**config.mk**
```make
export PLATFORM = sky130hd
export DESIGN_NAME = vlm_muldiv
export DESIGN_NICKNAME = d
export VERILOG_FILES = /design/src/hdl/vlm_pkg.sv /design/src/hdl/vlm_muldiv.sv
export SDC_FILE = /design/constraint.sdc
export NUM_CORES = 2
export LEC_CHECK = 0
export ABC_AREA = 0
export BUFFER_PORTS_ARGS = -buffer_cell sky130_fd_sc_hd__buf_2
export CAP_MARGIN = 20
export CORE_ASPECT_RATIO = 1.4
export CORE_MARGIN = 5
export CORE_UTILIZATION = 35
export CTS_CLUSTER_DIAMETER = 50
export CTS_CLUSTER_SIZE = 28
export DETAILED_ROUTE_END_ITERATION = 16
export GPL_ROUTABILITY_DRIVEN = 1
export GPL_TIMING_DRIVEN = 1
export SYNTH_ARGS = -nofsm -noshare
export SYNTH_HDL_FRONTEND = slang
export SYNTH_SLANG_ARGS = --single-unit
```
**constraint.sdc**
```tcl
create_clock -name clk_i -period 8.31 [get_ports clk_i]
set_clock_uncertainty 0.15 [all_clocks]
set_input_delay 1.2465 -clock clk_i [delete_from_list [all_inputs] [get_ports clk_i]]
set_output_delay 1.2465 -clock clk_i [all_outputs]
set_load 0.05 [all_outputs]
```
**src/hdl/vlm_pkg.sv**
```systemverilog
// ----------------------------------------------------------------------------
// vlm_pkg
// Shared types, constants and helper functions of the lateral model step.
// ----------------------------------------------------------------------------
package vlm_pkg;

  localparam int unsigned CordicTableLen     = 30;
  localparam int unsigned CordicIterDefault  = 20;
  localparam int unsigned MinDynSpeedDefault = 327680;
  localparam int unsigned IterW              = $clog2(CordicTableLen + 1);

  typedef logic signed [63:0] word_t;

  localparam word_t Q30HalfPi  = 64'sd1686629713;
  localparam word_t Q30Pi      = 64'sd3373259426;
  localparam word_t Q30InvGain = 64'sd652032874;
  localparam word_t Int32Max   = 64'sd2147483647;
  localparam word_t Int32Min   = -64'sd2147483648;

  // Register reset values
  localparam logic [19:0] FrontAxleRst = 20'd78643;
  localparam logic [19:0] RearAxleRst  = 20'd91750;
  localparam logic [18:0] FrontTrackRst = 19'd98304;
  localparam logic [18:0] RearTrackRst  = 19'd98304;
  localparam logic [19:0] FrontStiffRst = 20'd80000;
  localparam logic [19:0] RearStiffRst  = 20'd80000;
  localparam logic [15:0] MassRst       = 16'd1500;
  localparam logic [17:0] InertiaRst    = 18'd2500;

  typedef enum logic [2:0] {
    OP_NONE,
    OP_MUL,
    OP_DIV,
    OP_SQRT,
    OP_ROT,
    OP_VEC
  } op_e;

  typedef enum logic [2:0] {
    CFG_FRONT_AXLE,
    CFG_REAR_AXLE,
    CFG_FRONT_TRACK,
    CFG_REAR_TRACK,
    CFG_FRONT_STIFF,
    CFG_REAR_STIFF,
    CFG_MASS,
    CFG_INERTIA
  } cfg_idx_e;

  typedef struct packed {
    logic  valid;
    op_e   op;
    word_t a;
    word_t b;
  } unit_req_t;

  typedef struct packed {
    logic  done;
    logic  flag;
    word_t res_a;
    word_t res_b;
  } unit_rsp_t;

  // Arctangent of 2^-i in Q30
  function automatic word_t atan_entry(input logic [IterW-1:0] idx);
    word_t v;
    case (idx)
      5'd0:  v = 64'sd843314857;
      5'd1:  v = 64'sd497837830;
      5'd2:  v = 64'sd263043837;
      5'd3:  v = 64'sd133525159;
      5'd4:  v = 64'sd67021687;
      5'd5:  v = 64'sd33543515;
      5'd6:  v = 64'sd16775851;
      5'd7:  v = 64'sd8388437;
      5'd8:  v = 64'sd4194283;
      5'd9:  v = 64'sd2097149;
      5'd10: v = 64'sd1048576;
      5'd11: v = 64'sd524288;
      5'd12: v = 64'sd262144;
      5'd13: v = 64'sd131072;
      5'd14: v = 64'sd65536;
      5'd15: v = 64'sd32768;
      5'd16: v = 64'sd16384;
      5'd17: v = 64'sd8192;
      5'd18: v = 64'sd4096;
      5'd19: v = 64'sd2048;
      5'd20: v = 64'sd1024;
      5'd21: v = 64'sd512;
      5'd22: v = 64'sd256;
      5'd23: v = 64'sd128;
      5'd24: v = 64'sd64;
      5'd25: v = 64'sd32;
      5'd26: v = 64'sd16;
      5'd27: v = 64'sd8;
      5'd28: v = 64'sd4;
      5'd29: v = 64'sd2;
      default: v = '0;
    endcase
    return v;
  endfunction

  // Round half up, then arithmetic shift right
  function automatic word_t rnd_shift(input word_t v, input int unsigned n);
    return (v + (word_t'(1) <<< (n - 1))) >>> n;
  endfunction

  function automatic logic ovf32(input word_t v);
    return (v > Int32Max) || (v < Int32Min);
  endfunction

  function automatic word_t sat32(input word_t v);
    word_t r;
    if (v > Int32Max) begin
      r = Int32Max;
    end else if (v < Int32Min) begin
      r = Int32Min;
    end else begin
      r = v;
    end
    return r;
  endfunction

endpackage

```
**src/hdl/vlm_muldiv.sv**
```systemverilog
// ----------------------------------------------------------------------------
// vlm_muldiv
// Shared bit-serial multiplier, restoring divider and integer square root.
// ----------------------------------------------------------------------------
module vlm_muldiv (
  input  logic                clk_i,
  input  logic                rst_ni,
  input  vlm_pkg::unit_req_t  req_i,
  output vlm_pkg::unit_rsp_t  rsp_o
);
  import vlm_pkg::*;

  localparam logic [6:0] DivSteps = 7'd64;

  logic        busy_q;
  op_e         op_q;
  logic        neg_q;
  logic [63:0] r0_q, r1_q;
  logic [64:0] r2_q;
  logic [6:0]  cnt_q;
  logic        done_q, flag_q;
  word_t       res_q;

  logic [63:0] mag_a, mag_b;
  logic [64:0] rem_sh;
  logic [63:0] root_sum;
  logic        start;

  assign start  = req_i.valid &&
                  ((req_i.op == OP_MUL) || (req_i.op == OP_DIV) || (req_i.op == OP_SQRT));
  assign mag_a  = req_i.a[63] ? 64'(-req_i.a) : 64'(req_i.a);
  assign mag_b  = req_i.b[63] ? 64'(-req_i.b) : 64'(req_i.b);
  assign rem_sh = {r2_q[63:0], r0_q[63]};
  assign root_sum = r1_q + r2_q[63:0];

  always_ff @(posedge clk_i or negedge rst_ni) begin
    if (!rst_ni) begin
      busy_q <= 1'b0;
      op_q   <= OP_NONE;
      neg_q  <= 1'b0;
      r0_q   <= '0;
      r1_q   <= '0;
      r2_q   <= '0;
      cnt_q  <= '0;
      done_q <= 1'b0;
      flag_q <= 1'b0;
      res_q  <= '0;
    end else begin
      done_q <= 1'b0;
      if (start) begin
        op_q   <= req_i.op;
        busy_q <= 1'b1;
        neg_q  <= req_i.a[63] ^ req_i.b[63];
        cnt_q  <= '0;
        flag_q <= 1'b0;
        case (req_i.op)
          OP_MUL: begin
            r0_q <= mag_a;
            r1_q <= mag_b;
            r2_q <= '0;
          end
          OP_DIV: begin
            r0_q <= mag_a;
            r1_q <= mag_b;
            r2_q <= '0;
            // zero divisor: answer at once with the clamp of the numerator's sign
            if (req_i.b == '0) begin
              busy_q <= 1'b0;
              done_q <= 1'b1;
              flag_q <= 1'b1;
              if (req_i.a > 0) begin
                res_q <= Int32Max;
              end else if (req_i.a < 0) begin
                res_q <= Int32Min;
              end else begin
                res_q <= '0;
              end
            end
          end
          default: begin
            r0_q <= 64'(req_i.a);
            r1_q <= '0;
            r2_q <= 65'(1) << 62;
          end
        endcase
      end else if (busy_q) begin
        case (op_q)
          OP_MUL: begin
            if (r1_q == '0) begin
              busy_q <= 1'b0;
              done_q <= 1'b1;
              res_q  <= neg_q ? -word_t'(r2_q[63:0]) : word_t'(r2_q[63:0]);
            end else begin
              if (r1_q[0]) begin
                r2_q <= r2_q + {1'b0, r0_q};
              end
              r0_q <= r0_q << 1;
              r1_q <= r1_q >> 1;
            end
          end
          OP_DIV: begin
            if (cnt_q == DivSteps) begin
              busy_q <= 1'b0;
              done_q <= 1'b1;
              res_q  <= neg_q ? -word_t'(r0_q) : word_t'(r0_q);
            end else begin
              cnt_q <= cnt_q + 7'd1;
              if (rem_sh >= {1'b0, r1_q}) begin
                r2_q <= rem_sh - {1'b0, r1_q};
                r0_q <= {r0_q[62:0], 1'b1};
              end else begin
                r2_q <= rem_sh;
                r0_q <= {r0_q[62:0], 1'b0};
              end
            end
          end
          default: begin
            if (r2_q == '0) begin
              busy_q <= 1'b0;
              done_q <= 1'b1;
              res_q  <= word_t'(r1_q);
            end else begin
              if (r0_q >= root_sum) begin
                r0_q <= r0_q - root_sum;
                r1_q <= (r1_q >> 1) + r2_q[63:0];
              end else begin
                r1_q <= r1_q >> 1;
              end
              r2_q <= r2_q >> 2;
            end
          end
        endcase
      end
    end
  end

  assign rsp_o.done  = done_q;
  assign rsp_o.flag  = flag_q;
  assign rsp_o.res_a = res_q;
  assign rsp_o.res_b = '0;

endmodule

```
==> summary.txt <==
Worst path most repeated cell: a211oi_1
Port Buf Inserts: 199
Post-Synthesis Cells: 5476
Yosys cell types: 91
Setup Viol. Count Final: 0
Max-slew headroom: 26.20%
EDFF count, synth: 0
Share of cells above drive strength 1: 9.262%
Worst setup SP type: register
Setup crit end kind: register
Fin Setup TNS: 0 ps
Vias: 43294
Sequential element share of the synthesized area: 17.16%
Cells along the critical path: ha_1, a211oi_1, o21ai_0, a211oi_1, a21oi_1, a21oi_1, o31a_1, nand2b_1, o2111ai_1, a31oi_1, o41ai_1, xnor2_1, ha_1, nand4_1, nor3_1, o2111ai_1, a31o_2, a21oi_2, nand2_1, a211oi_1, a221oi_1
P&R area growth vs syn: 10.04%
Required @ worst endpoint: 8610 ps
Routed WL: 178000 um
First-pass GRT wire length: 263800 um
Post-Syn Area per Cell: 7.218 um2
Worst path arrival time: 8140 ps
Post-synth ARST share: 100.0%
Die ar.: 119900 um2
Period utilization: 94.33%
Core Region: 112700 um2
Vias/cell: 6.167
Synthesized area: 39530 um2
Clock Pin Slew Worst Setup and Hold Paths: 70 ps
Worst skew pair latency: 620 ps
Slowest-stage cell, CP: o41ai_1
Die width: 294.0 um
Final Critical Period: 7839 ps
Hold Fails Final Rpt: 0
Largest net degree at the start of global routing: 121
Critical path class: reg2reg
Dpl hpwl: 140200 um
Max-slew violation count: 0
Wire length per cell: 25.36 um
Total track usage: 28.04%
Crit-path max cell delay: 760 ps
Crit Path Max Fanout: 13
Row count: 146
Placed insts: 6950
F_max: 0.1276 GHz
CTS tree: yes
# resized after CTS: 0
Run status: finished clean
Post-CTS Setup Repair Bufs: 0
HP Class: reg2reg
Starting DRT DRC Count: 3891
Die H: 407.6 um
CTS Root Cell: clkbuf_16
Post-route ant nets: 0
Vias in the first global route: 41898
Effective utilization at floorplan: 35.07%
Top-area cell type share of the netlist area: 17.16%
Initial antenna violation count: 5
Yosys reg bits: 271
Area leader, netlist: dfrtp_1
Final std cells w/o fill: 7020
Final #Nets: 5973
Number of max-cap violations: 0
# DRC: 0
CTS H-tree depth: 2
TritonCTS Buffers: 37
WHS: 314.0 ps
Detailed Routing Iterations Pass 1: 6
RSZ-0062 raised after global routing: no
CTS max path bufs: 3
Main synth FF type: dfrtp_1
Dpl ws: 534.8 ps
Slew of the pin with the lowest slew margin: 1092 ps
Total congestion overflow: 0
YS warnings: 0
GPL Wtd Cong: 1.001
CTS hold repair buffers: 0
Reg2reg setup slack: 470 ps
Clk sinks: 271
Top post-synthesis cells by area: dfrtp_1 17%, ha_1 10%, a21oi_1 7.8%
Top Ports: 264
Slack of the critical path: 470.9 ps
[cells by family (layout without fill, tap and decap cells)]
| group | count (synthesis) | after routing | synth area share, % |
|---|---|---|---|
| adder cells (fa/ha/maj) | 329 | 329 | 10.51 |
| XOR/XNOR | 541 | 541 | 11.99 |
| buffers and inverters | 605 | 605 | 6.451 |
| multiplexers | 59 | 59 | 1.586 |
| AND/OR/NAND/NOR | 1658 | 1658 | 19.96 |
| flip-flops | 271 | 271 | 17.16 |
| AO/OA/AOI/OAI | 2012 | 2012 | 32.34 |
| other | 1 | 65 | 0.009487 |
[path summary, 6_finish.rpt]
check,from,end,cells after the start
max in group asynchronous,rst_ni,res_q[27],2
max,r2_q[1],r0_q[55],21
min in group asynchronous,rst_ni,r1_q[59],1
max reg2reg,r2_q[1],r0_q[55],21
min,res_q[37],res_q[37],2
min reg2reg,res_q[37],res_q[37],2
[layout by cell type (no fill, tap or decap), types with 126 or more instances in the layout]
master,instances
ha_1,324
dfrtp_1,270
nand2_1,480
o21ai_0,475
nor2_1,475
xor2_1,199
a21oi_1,612
buf_2,198
buf_4,142
inv_1,186
a21o_1,126
xnor2_1,342
[critical path, delay by kind of cell (launching register included)]
family                   cells  cell delay (ps)
adder cells (fa/ha/maj)      2              830
flip-flops                   1              520
AND/OR/NAND/NOR              4             1350
XOR/XNOR                     1              180
AO/OA/AOI/OAI               14             4630
[flip-flops by register name, indices dropped and copies added, names as in the netlist]
name / count
done_q: 1
cnt_q: 7
flag_q: 1
op_q: 3
neg_q: 1
r2_q: 65
r1_q: 64
r0_q: 64
busy_q: 1
res_q: 64
[cell usage after synthesis (123+ instances only)]
library cell,n
dfrtp_1,271
a21o_1,127
nor3_1,123
clkbuf_1,313
a21oi_1,615
inv_1,186
xor2_1,199
xnor2_1,342
nand2_1,481
nor2_1,480
ha_1,324
o21ai_0,477
[final cells by class]
| type | instances | area, um2 |
|---|---|---|
| clock inverter | 28 | 399.1 |
| multi-input combinational | 4663 | 30530 |
| antenna | 1 | 2.502 |
| clock buffer | 40 | 978.4 |
| inverter | 188 | 705.7 |
| timing repair buffer | 349 | 2240 |
| sequential | 271 | 6785 |
| tap | 1480 | 1852 |
| fill | 12023 | 69220 |
[metal layers]
layer  vias up  wire, um  global-route usage, %
li1      20174         -                      -
met1     20771     75910                  37.82
met2      1962     78570                  44.14
met3       381     13550                  4.012
met4         6      9950                  13.17
met5         -        37                      0
[per-stage QoR]
stage	utilization, %	area, um2
4_1_cts	38.56	43470
3_5_place_dp	37.34	42090
2_1_floorplan	-	39760
3_3_place_gp	37.34	42090
6_report	38.59	43500
5_1_grt	38.59	43490
Power is left out: the tool's default activity adds up to more than one toggle a clock period on the data nets, which glitch-free logic cannot reach.
